`src/rtl/core/vmf3_pkg.sv`:
```
// Shared types and constants of the 3-D median filter core.
// Holds the controller state type, the command and status bundles and the
// window size table. No dependencies.
package vmf3_pkg;

  localparam int MAX_RADIUS_DEF = 2;
  localparam int MAX_DIM_DEF    = 64;

  localparam int CFG_W    = 7;
  localparam int RADIUS_W = 2;
  localparam int VOX_W    = 8;
  localparam int IDX_W    = 2;

  typedef enum logic [IDX_W-1:0] {
    CFG_RADIUS = 2'd0,
    CFG_SIZE_X = 2'd1,
    CFG_SIZE_Y = 2'd2,
    CFG_SIZE_Z = 2'd3
  } cfg_idx_e;

  typedef enum logic [2:0] {
    ST_IDLE,
    ST_DECIDE,
    ST_SWEEP,
    ST_PASS,
    ST_OUT
  } state_e;

  // Commands from the controller to the datapath.
  typedef struct packed {
    logic take;
    logic sel_init;
    logic sweep_start;
    logic pass_end;
    logic out_load;
  } dp_cmd_t;

  // Status from the datapath to the controller.
  typedef struct packed {
    logic busy;
    logic emit;
    logic border;
    logic sweep_done;
    logic last_bit;
    logic out_free;
  } dp_stat_t;

  // Number of voxels in a cubic window of the given radius.
  function automatic int win_count(logic [RADIUS_W-1:0] r);
    int n;
    case (r)
      2'd0:    n = 1;
      2'd1:    n = 27;
      2'd2:    n = 125;
      default: n = 343;
    endcase
    return n;
  endfunction

endpackage

```
`src/rtl/core/vmf3_ctrl.sv`:
```
// Controller state machine of the 3-D median filter core.
// Sequences item intake, window sweeps and result delivery; uses vmf3_pkg.
module vmf3_ctrl (
  input  logic               clk_i,
  input  logic               rst_ni,
  input  logic               in_valid_i,
  output logic               in_stall_o,
  input  vmf3_pkg::dp_stat_t stat_i,
  output vmf3_pkg::dp_cmd_t  cmd_o
);

  vmf3_pkg::state_e state_q, state_d;

  always_ff @(posedge clk_i or negedge rst_ni) begin
    if (!rst_ni) begin
      state_q <= vmf3_pkg::ST_IDLE;
    end else begin
      state_q <= state_d;
    end
  end

  always_comb begin
    state_d = state_q;
    case (state_q)
      vmf3_pkg::ST_IDLE: begin
        if (in_valid_i && !stat_i.busy) state_d = vmf3_pkg::ST_DECIDE;
      end
      vmf3_pkg::ST_DECIDE: begin
        if (!stat_i.emit) state_d = vmf3_pkg::ST_IDLE;
        else if (stat_i.border) state_d = vmf3_pkg::ST_OUT;
        else state_d = vmf3_pkg::ST_SWEEP;
      end
      vmf3_pkg::ST_SWEEP: begin
        if (stat_i.sweep_done) state_d = vmf3_pkg::ST_PASS;
      end
      vmf3_pkg::ST_PASS: begin
        if (stat_i.last_bit) state_d = vmf3_pkg::ST_OUT;
        else state_d = vmf3_pkg::ST_SWEEP;
      end
      vmf3_pkg::ST_OUT: begin
        if (stat_i.out_free) state_d = vmf3_pkg::ST_IDLE;
      end
      default: state_d = vmf3_pkg::ST_IDLE;
    endcase
  end

  always_comb begin
    cmd_o      = '0;
    in_stall_o = 1'b1;
    case (state_q)
      vmf3_pkg::ST_IDLE: begin
        in_stall_o = stat_i.busy;
        cmd_o.take = in_valid_i && !stat_i.busy;
      end
      vmf3_pkg::ST_DECIDE: begin
        cmd_o.sel_init    = stat_i.emit && !stat_i.border;
        cmd_o.sweep_start = stat_i.emit && !stat_i.border;
      end
      vmf3_pkg::ST_PASS: begin
        cmd_o.pass_end    = 1'b1;
        cmd_o.sweep_start = !stat_i.last_bit;
      end
      vmf3_pkg::ST_OUT: begin
        cmd_o.out_load = stat_i.out_free;
      end
      default: begin
        cmd_o = '0;
      end
    endcase
  end

endmodule

```
`config.mk`:
```
export PLATFORM = sky130hd
export DESIGN_NAME = vmf3_ctrl
export DESIGN_NICKNAME = d
export VERILOG_FILES = /design/src/rtl/core/vmf3_pkg.sv /design/src/rtl/core/vmf3_ctrl.sv
export SDC_FILE = /design/constraint.sdc
export NUM_CORES = 1
export LEC_CHECK = 0
export ABC_AREA = 1
export BUFFER_PORTS_ARGS = -buffer_cell sky130_fd_sc_hd__buf_2
export CELL_PAD_IN_SITES_DETAIL_PLACEMENT = 1
export CELL_PAD_IN_SITES_GLOBAL_PLACEMENT = 1
export CORE_AREA = 4 4 41 43
export CTS_BUF_LIST = sky130_fd_sc_hd__clkbuf_4 sky130_fd_sc_hd__clkbuf_8
export CTS_CLUSTER_DIAMETER = 30
export CTS_CLUSTER_SIZE = 8
export DETAILED_ROUTE_END_ITERATION = 10
export DIE_AREA = 0 0 45 47
export HOLD_SLACK_MARGIN = 0.02
export PLACE_DENSITY = 0.53
export SYNTH_ARGS = -nofsm -noshare
export SYNTH_HDL_FRONTEND = slang
export SYNTH_SLANG_ARGS = --single-unit
```
`constraint.sdc`:
```
create_clock -name clk_i -period 1 [get_ports clk_i]
set_clock_uncertainty 0.15 [all_clocks]
set_input_delay 0.05 -clock clk_i [delete_from_list [all_inputs] [get_ports clk_i]]
set_output_delay 0.05 -clock clk_i [all_outputs]
set_load 0.1 [all_outputs]
```
---- After elaboration in Yosys (flattened, before gate mapping) ----
Cells that the tools add are included.
W data, S select, Z words.
storage, ports and cells
  register bits after elaboration ......... 3
  input port bits ......................... 9
cells by class
  equal/unequal tests ..................... 7
  mux-type cells .......................... 13
  reduce and logical (&&, ||, !) cells .... 7
operators by type and width
  operator              number
  $mux W3               6
  $pmux W3 S5           1
  $eq A3 B2 Y1 const B  2
  $ne A2 B2 Y1 const B  3
  $mux W1               5
  $eq A3 B1 Y1 const B  1
  $eq A3 B3 Y1 const B  1
  $logic_not A1 Y1      3
  $logic_not A3 Y1      1
  $reduce_and A3 Y1     1
  $logic_and A1 B1 Y1   2
  $pmux W1 S2           1

---- Depth between registers and ports, before layout ----
Gate-level depths: netlist of the first run.
  depth after elaboration ................. 4
  gate-level depth with buffers ........... 5
  mapped depth without buffers ............ 5

---- Worst setup path after synthesis of the first run ----
No wires, ideal clock.
  path type ............................... register to output
  start point ............................. register state_q[1]
  end point ............................... output port cmd_o[0] (netlist name)
  arrival time ............................ 3393 ps
  required time ........................... 800 ps
  setup slack ............................. -2593 ps
  stages on the path, launching flop included .. 3
  buffers on the path ..................... 1
  cell sequence ........................... dfrtp_1 buf_4 nor4_1
RTL lines
  what                    line             RTL
  from (decl)             vmf3_ctrl.sv:12  vmf3_pkg::state_e state_q, state_d;
  from (signal assigned)  vmf3_ctrl.sv:16  state_q <= vmf3_pkg::ST_IDLE;
  from (signal assigned)  vmf3_ctrl.sv:18  state_q <= state_d;
  to (decl)               vmf3_ctrl.sv:9   output vmf3_pkg::dp_cmd_t cmd_o

==> flow_metrics.env, run 1 <==
export IMPL_max_slew_margin=0.8282
export IMPL_met3_usage=0.04981
export IMPL_antenna_violations_before_repair=0
export IMPL_worst_path_stages=3
export IMPL_worstRegToRegCells=5
export IMPL_synthesized_flop_and_latch_total=3
export IMPL_violations="setup timing"
export IMPL_global_placement_routability_congestion=0.6976
export IMPL_pwr_share_seq=0.134
export IMPL_critical_path_cell_chain="buf_6, nor4_4, buf_12"
export IMPL_fin_ws_ns=-0.5289
export IMPL_post_route_cell_area_um2=700.7
export IMPL_cts_buffer_depth=2
export IMPL_drt_total_wl_mm=1.047
export IMPL_crit_path_end_kind="output port"
export IMPL_grt_remaining_overflow=0
export IMPL_final_antenna_net_count=0
export IMPL_cts_sink_count=3
export IMPL_post_route_cells_drive_above_1_share=0.7424
export IMPL_largest_register_ffs=3
export IMPL_synth_distinct_cells=12
export IMPL_finalHoldViolCount=0
export IMPL_crit_path_start_kind="register"
export IMPL_maximum_number_of_pins_on_one_net_before_global_route_repair=8
export IMPL_period_needed_ns=1.529
export IMPL_via_count=357
export IMPL_cellLeakagePower_nw=0.3184
export IMPL_post_synth_instance_area_um2=227.7
export IMPL_worstSetupPathType="register to output port"
export IMPL_min_path_cells=3
export IMPL_final_setup_viol_count=9
export IMPL_mappedNetlistNets=43
export IMPL_ff_latch_area_um2=78.83
export IMPL_final_cell_mix="sky130_fd_sc_hd__buf_6 (8), sky130_fd_sc_hd__buf_2 (7), sky130_fd_sc_hd__buf_12 (6)"
export IMPL_ctsHtreeMaxLevel=1
export IMPL_track_usage=0.1163
export IMPL_drc=0
export IMPL_die_area_mm2=0.002115
export IMPL_flow_area_growth_from_synthesis_pct=207.7
export IMPL_switching_fraction=0.5122
export IMPL_place_area_um2=525.5
export IMPL_totalNegativeSetupSlack_ns=-3.435
export IMPL_cp_max_fo=3
export IMPL_critical_path_buf_inv_count=2
export IMPL_register_ranked_first_by_flip_flop_count="state_q"
export IMPL_worst_ep_arrival_time_ns=1.33
export IMPL_dr_pass1_iters=4
export IMPL_gr_usage_met1=0.1005
export IMPL_area_occupied_by_multi_input_gates_um2=215.2
export IMPL_commonest_non_fill_non_tap_cell_in_the_layout="sky130_fd_sc_hd__buf_6"
export IMPL_detail_routed_net_length_per_standard_cell_um=12.93
export IMPL_yosysWarnings=0
export IMPL_floorplan_rows=13
export IMPL_worst_slew_pin_transition_ns=0.2558
export IMPL_synth_seq_area_share=0.3297
export IMPL_grt_setup_unrepaired="yes"
export IMPL_critical_path_top_delay_family="flip-flops"
export IMPL_hold_crit_path_type="input pin to register"
export IMPL_worst_ir_drop_on_vdd_uv=1518
export IMPL_run_status="complete, but fails checks"
export IMPL_maxCapViolCount=0
export IMPL_pre_cts_ws_ns=-0.2960
export IMPL_floorplan_core_area_mm2=0.001301
export IMPL_report_final_slew_viol_count=0
export IMPL_drt_first_iter_violations=1
export IMPL_clockRootBuffer="sky130_fd_sc_hd__clkbuf_4"
export IMPL_clkPwrFrac=0.102
export IMPL_dp_hpwl_um=625.5
export IMPL_fmax_mhz=654.1
export IMPL_cpMaxStageDelayCell="sky130_fd_sc_hd__dfrtp_2"
export IMPL_clk_insertion_delay_late_ns=0.24
export IMPL_power_switching_mw=1.217
export IMPL_port_buffer_count=14
export IMPL_grt_pass1_wl_mm=1.614
export IMPL_longest_individual_stage_delay_on_the_worst_path_ns=0.43
export IMPL_critical_path_required_ns=0.80
export IMPL_boundaryPins=15
export IMPL_antenna_cells=0
export IMPL_total_chip_power_mw=2.376
export IMPL_final_fill_count=155
export IMPL_die_height_um=47
export IMPL_floorplan_initialDensity=0.1750
export IMPL_p_comb_frac=0.764
export IMPL_hold_ws_ns=0.03994
export IMPL_p_int_mw=1.159
export IMPL_largest_registers="state_q x3"
export IMPL_tritoncts_buffers=3
export IMPL_netlist_instances=34
export IMPL_path_clk_slew_ns=0.03
export IMPL_power_density_cell_area_mw_per_mm2=3391
export IMPL_die_width_um=45
export IMPL_global_route_peak_usage_layer="met2"
export IMPL_number_of_global_route_vias_before_repair=384
export IMPL_use_met2=0.2034
export IMPL_post_synth_cell_area_avg_um2=6.698
export IMPL_cts_tree="yes"
export IMPL_num_nets_final=76
export IMPL_via_per_inst=4.407
export IMPL_fraction_of_the_cycle_the_final_worst_path_needs=1.529
[power groups by stage]
stage	clock (mW)	sequential [mW]	combinational [mW]
floorplan	0	0.240	0.920
global placement	0	0.275	1.44
detailed placement	0	0.274	1.45
CTS	0.244	0.282	1.49
global route	0.259	0.329	1.93
finish	0.242	0.319	1.82
[cell usage after synthesis]
master                     instances  area [um^2]
sky130_fd_sc_hd__nor3_1            2        10.01
sky130_fd_sc_hd__nor2_1            3        11.26
sky130_fd_sc_hd__dfrtp_1           3        75.07
sky130_fd_sc_hd__nand2_1           3        11.26
sky130_fd_sc_hd__inv_1             9        33.78
sky130_fd_sc_hd__nand4_1           1        6.260
sky130_fd_sc_hd__buf_4             1        7.510
sky130_fd_sc_hd__nand3b_1          1        7.510
sky130_fd_sc_hd__nor2_2            1        6.260
sky130_fd_sc_hd__nand4_2           1        12.51
sky130_fd_sc_hd__nor4_1            1        6.260
sky130_fd_sc_hd__nand3_1           8        40.04
[per-layer routing]
layer	part of all wire	wire [um]	vias to the layer above
li1	-	-	173
met2	0.60	629	16
met4	0.012	13	0
met3	0.077	81	2
met5	0	0	-
met1	0.31	322	166
[final timing paths]
kind	end	slack, ns	from
setup / recovery	cmd_o[0]	-0.53	state_q[0]$_DFFE_PN0P_
hold / removal	state_q[1]$_DFFE_PN0P_	0.04	stat_i[4]
setup reg to reg	state_q[0]$_DFFE_PN0P_	-0.21	state_q[2]$_DFFE_PN0P_
min in group asynchronous	state_q[2]$_DFFE_PN0P_	0.46	rst_ni
hold reg to reg	state_q[0]$_DFFE_PN0P_	0.47	state_q[0]$_DFFE_PN0P_
max in group asynchronous	state_q[1]$_DFFE_PN0P_	0.08	rst_ni
[worst register-to-register path, cell delays in order, from the launching register on]
cell                      delay, ns
sky130_fd_sc_hd__dfrtp_2       0.46
sky130_fd_sc_hd__buf_6         0.15
sky130_fd_sc_hd__buf_6         0.11
sky130_fd_sc_hd__nand3_4       0.08
sky130_fd_sc_hd__nand3_2       0.07
sky130_fd_sc_hd__nor2_2        0.12
[cell families (layout without fill, tap and decap cells)]
logic type	after synthesis	in the layout	share of synthesized area
buffers and inverters	10	42	0.1813
flip-flops	3	3	0.3297
AND/OR/NAND/NOR	21	21	0.4891
[cell type report]
cell class / instances / area share
sequential: 3 / 0.1125
clock buffer: 4 / 0.04286
multi-input combinational: 21 / 0.3071
timing repair buffer: 29 / 0.4536
inverter: 9 / 0.05714
tap: 15 / 0.02679
[through the flow]
stage,utilization,cells
after detailed placement,0.4038,70
after global routing,0.5385,81
after global placement,0.4038,70
after CTS,0.4702,79
after floorplan,-,34
final,0.5385,81
[what timing repair did]
item / 4_1_cts / 5_1_grt
pin swaps: 1 / 4
buffers inserted: 0 / 3
hold buffers: 5 / 0
hold endpoints to repair: 4 / 0
resized for setup: 2 / 20
setup endpoints to repair: 9 / 11
No activity file was read; power rests on OpenSTA's default activity.
==> run 2: changes to the inputs <==
--- a/config.mk
+++ b/config.mk
@@ -5,7 +5,6 @@
 export SDC_FILE = /design/constraint.sdc
 export NUM_CORES = 1
 export LEC_CHECK = 0
-export ABC_AREA = 1
 export BUFFER_PORTS_ARGS = -buffer_cell sky130_fd_sc_hd__buf_2
 export CELL_PAD_IN_SITES_DETAIL_PLACEMENT = 1
 export CELL_PAD_IN_SITES_GLOBAL_PLACEMENT = 1
@@ -16,7 +15,7 @@
 export DETAILED_ROUTE_END_ITERATION = 10
 export DIE_AREA = 0 0 45 47
 export HOLD_SLACK_MARGIN = 0.02
-export PLACE_DENSITY = 0.53
+export PLACE_DENSITY = 0.49
 export SYNTH_ARGS = -nofsm -noshare
 export SYNTH_HDL_FRONTEND = slang
 export SYNTH_SLANG_ARGS = --single-unit
==> run 2 against run 1 <==
Against the previous run:
- the run still ends with setup timing left
- global-route usage decreased by 1.4 points
- cell count decreased by 7.4%
- die area unchanged
- setup slack improved by 0.11 ns
- maximum frequency increased by 7.4%
- sequential power decreased by 23%
- clock-buffer cell count unchanged
- synthesized area decreased by 16%
- first-iteration DRC count decreased by 100%
- wire length decreased by 13%
- cell area decreased by 6.3%
- largest cell class unchanged
- largest power group unchanged
==> flow_metrics.env, run 2 <==
export IMPL_via_count=317
export IMPL_path_clk_slew_ns=0.03
export IMPL_cts_buffer_depth=2
export IMPL_netlist_instances=26
export IMPL_synth_distinct_cells=13
export IMPL_worst_r2r_endpoint="state_q[0]$_DFFE_PN0P_"
export IMPL_finalHoldViolCount=0
export IMPL_global_placement_routability_congestion=0.7309
export IMPL_critical_path_buf_inv_count=1
export IMPL_detail_routed_net_length_per_standard_cell_um=12.11
export IMPL_drt_total_wl_um=908
export IMPL_port_buffer_count=14
export IMPL_critical_path_required_ns=0.80
export IMPL_violations="setup timing"
export IMPL_synthAdderAreaFrac=0
export IMPL_longest_individual_stage_delay_on_the_worst_path_ns=0.45
export IMPL_maximum_number_of_pins_on_one_net_before_global_route_repair=5
export IMPL_hold_crit_path_type="input pin to register"
export IMPL_worst_slew_pin_transition_ns=0.1681
export IMPL_cts_tree="yes"
export IMPL_floorplan_initialDensity=0.1462
export IMPL_post_synth_cell_area_avg_um2=7.315
export IMPL_antenna_violations_before_repair=0
export IMPL_clockRootBuffer="sky130_fd_sc_hd__clkbuf_4"
export IMPL_maxCapViolCount=0
export IMPL_die_width_um=45
export IMPL_synth_compound_area_frac=0.1776
export IMPL_largest_registers="state_q x3"
export IMPL_report_final_slew_viol_count=0
export IMPL_r2r_start="state_q[1]$_DFFE_PN0P_"
export IMPL_critical_path_top_delay_family="flip-flops"
export IMPL_worst_path_stages=4
export IMPL_synthArstFlopShare=1.000
export IMPL_final_antenna_net_count=0
export IMPL_totalNegativeSetupSlack_ns=-3.264
export IMPL_grt_setup_unrepaired="yes"
export IMPL_commonest_non_fill_non_tap_cell_in_the_layout="sky130_fd_sc_hd__buf_2"
export IMPL_fmax_mhz=702.7
export IMPL_grt_remaining_overflow=0
export IMPL_dp_hpwl_um=682.2
export IMPL_die_area_mm2=0.002115
export IMPL_yosys_area_share_xor_xnor=0
export IMPL_post_synth_instance_area_um2=190.2
export IMPL_antenna_cells=0
export IMPL_worstRegToRegCells=6
export IMPL_critical_path_cell_chain="nor2_4, nand2_4, a21oi_4, buf_12"
export IMPL_ctsHtreeMaxLevel=1
export IMPL_post_route_cell_area_um2=656.9
export IMPL_floorplan_core_area_mm2=0.001301
export IMPL_period_needed_ns=1.423
export IMPL_worst_ep_arrival_time_ns=1.22
export IMPL_fin_ws_ns=-0.4230
export IMPL_combinational_family_with_the_most_area_after_synthesis="simple AND/OR/NAND/NOR gates"
export IMPL_cp_max_fo=4
export IMPL_timing_critical_path_to="cmd_o[2]"
export IMPL_boundaryPins=15
export IMPL_via_per_inst=4.227
export IMPL_dr_pass1_iters=1
export IMPL_run_status="complete, but fails checks"
export IMPL_yosys_area_share_simple=0.4079
export IMPL_synthesized_flop_and_latch_total=3
export IMPL_mappedNetlistNets=35
export IMPL_reg2reg_slack_ns=-0.33
export IMPL_crit_path_end_kind="output port"
export IMPL_fraction_of_the_cycle_the_final_worst_path_needs=1.423
export IMPL_synthMostInstantiatedCell="sky130_fd_sc_hd__nor2_1"
export IMPL_power_density_cell_area_mw_per_mm2=2726
export IMPL_synth_enable_flop_cells=0
export IMPL_track_usage=0.1021
export IMPL_yosysWarnings=0
export IMPL_floorplan_rows=13
export IMPL_startpoint="state_q[1]$_DFFE_PN0P_"
export IMPL_post_route_cells_drive_above_1_share=0.7833
export IMPL_number_of_global_route_vias_before_repair=321
export IMPL_yosys_area_top_type="sky130_fd_sc_hd__dfrtp_1"
export IMPL_cpMaxStageDelayCell="sky130_fd_sc_hd__dfrtp_2"
export IMPL_final_fill_count=154
export IMPL_register_ranked_first_by_flip_flop_count="state_q"
export IMPL_netlist_area_leader_share=0.3947
export IMPL_cellLeakagePower_nw=0.2912
export IMPL_die_height_um=47
export IMPL_final_setup_viol_count=9
export IMPL_clk_insertion_delay_late_ns=0.23
export IMPL_worst_ir_drop_on_vdd_uv=1439
export IMPL_drc=0
export IMPL_flow_area_growth_from_synthesis_pct=245.4
export IMPL_yosys_top_cells_count="sky130_fd_sc_hd__nor2_1 (7), sky130_fd_sc_hd__nand2_1 (4), sky130_fd_sc_hd__dfrtp_1 (3)"
export IMPL_post_synth_mux_area_share=0
export IMPL_max_slew_margin=0.8879
export IMPL_crit_path_start_kind="register"
export IMPL_grt_pass1_wl_mm=1.483
export IMPL_post_route_util=0.5048
export IMPL_synthTopCellsByArea="sky130_fd_sc_hd__dfrtp_1 (39%), sky130_fd_sc_hd__nor2_1 (14%), sky130_fd_sc_hd__nand2_1 (7.9%), sky130_fd_sc_hd__and3_1 (6.6%), sky130_fd_sc_hd__nand2b_1 (6.6%)"
export IMPL_worstSetupPathType="register to output port"
export IMPL_final_cell_mix="sky130_fd_sc_hd__buf_2 (8), sky130_fd_sc_hd__buf_12 (6), sky130_fd_sc_hd__buf_4 (6)"
export IMPL_drt_first_iter_violations=0
export IMPL_cts_sink_count=3
export IMPL_place_area_um2=481.7
export IMPL_yosys_most_used_dff="sky130_fd_sc_hd__dfrtp_1"
export IMPL_largest_register_ffs=3
export IMPL_tritoncts_buffers=3
export IMPL_num_nets_final=70
export IMPL_synth_seq_area_share=0.3947
==> run 2: cell count changes after synthesis, sizes merged, moves of 2 or more <==
cell and delta:
nand3 -8, nor2 +3, nand4 -2, inv -8, and3 +2, nand2b +2
==> run 2: logic make-up after synthesis <==
group	after synthesis
AO/OA/AOI/OAI	5
buffers and inverters	1
flip-flops	3
AND/OR/NAND/NOR	17
==> run 2: final cells by class <==
class / count / area, um^2 / area share
inverter: 1 / 3.754 / 0.005714
tap: 15 / 18.77 / 0.02857
sequential: 3 / 77.57 / 0.1181
clock buffer: 4 / 30.03 / 0.04571
timing repair buffer: 30 / 311.5 / 0.4743
multi-input combinational: 22 / 215.2 / 0.3276
==> run 2: stage by stage <==
step | instances | power (mW) | worst slack [ns] | hold WS [ns]
after global routing | 75 | 1.899 | -0.4848 | 0.05953
after floorplan | 26 | 0.8584 | -0.4213 | -0.3956
after CTS | 72 | 1.740 | -0.4386 | 0.03030
after global placement | 62 | 1.295 | -0.2111 | -0.3051
final | 75 | 1.791 | -0.4230 | 0.03051
after detailed placement | 62 | 1.308 | -0.2388 | -0.3020
==> run 2: worst min-delay path, cell delays in order <==
cell and delay [ns]:
sky130_fd_sc_hd__buf_2 0.11, sky130_fd_sc_hd__nand2_1 0.05, sky130_fd_sc_hd__a32oi_1 0.05, sky130_fd_sc_hd__nor2_1 0.09
==> run 2: metal layers <==
layer,GRT usage,part of all wire,up-vias
met3,0.02682,0.052,0
met1,0.1096,0.37,151
met5,0,0,-
li1,-,-,158
met4,0.07018,0,0
met2,0.1751,0.57,8
==> run 2: what timing repair did <==
action,CTS,global route
endpoints found under the setup margin,9,9
hold endpoints to repair,4,1
pin swaps,9,5
buffers inserted,3,2
hold buffers,3,2
resized for setup,10,7
==> run 2: worst min path at each step <==
stage	from	end	slack, ns	depth (start not counted)
floorplan	rst_ni	state_q[0]$_DFFE_PN0P_	-0.40	0
global placement	rst_ni	state_q[2]$_DFFE_PN0P_	-0.31	1
detailed placement	rst_ni	state_q[2]$_DFFE_PN0P_	-0.30	1
CTS	stat_i[1]	state_q[1]$_DFFE_PN0P_	0.03	4
global route	stat_i[1]	state_q[1]$_DFFE_PN0P_	0.06	4
finish	stat_i[1]	state_q[1]$_DFFE_PN0P_	0.03	4
==> run 2: report_power, final <==
part	switching [mW]	internal, mW	total (mW)
clock network	0.0556	0.176	0.232
registers	0.0756	0.170	0.246
logic	0.707	0.607	1.31
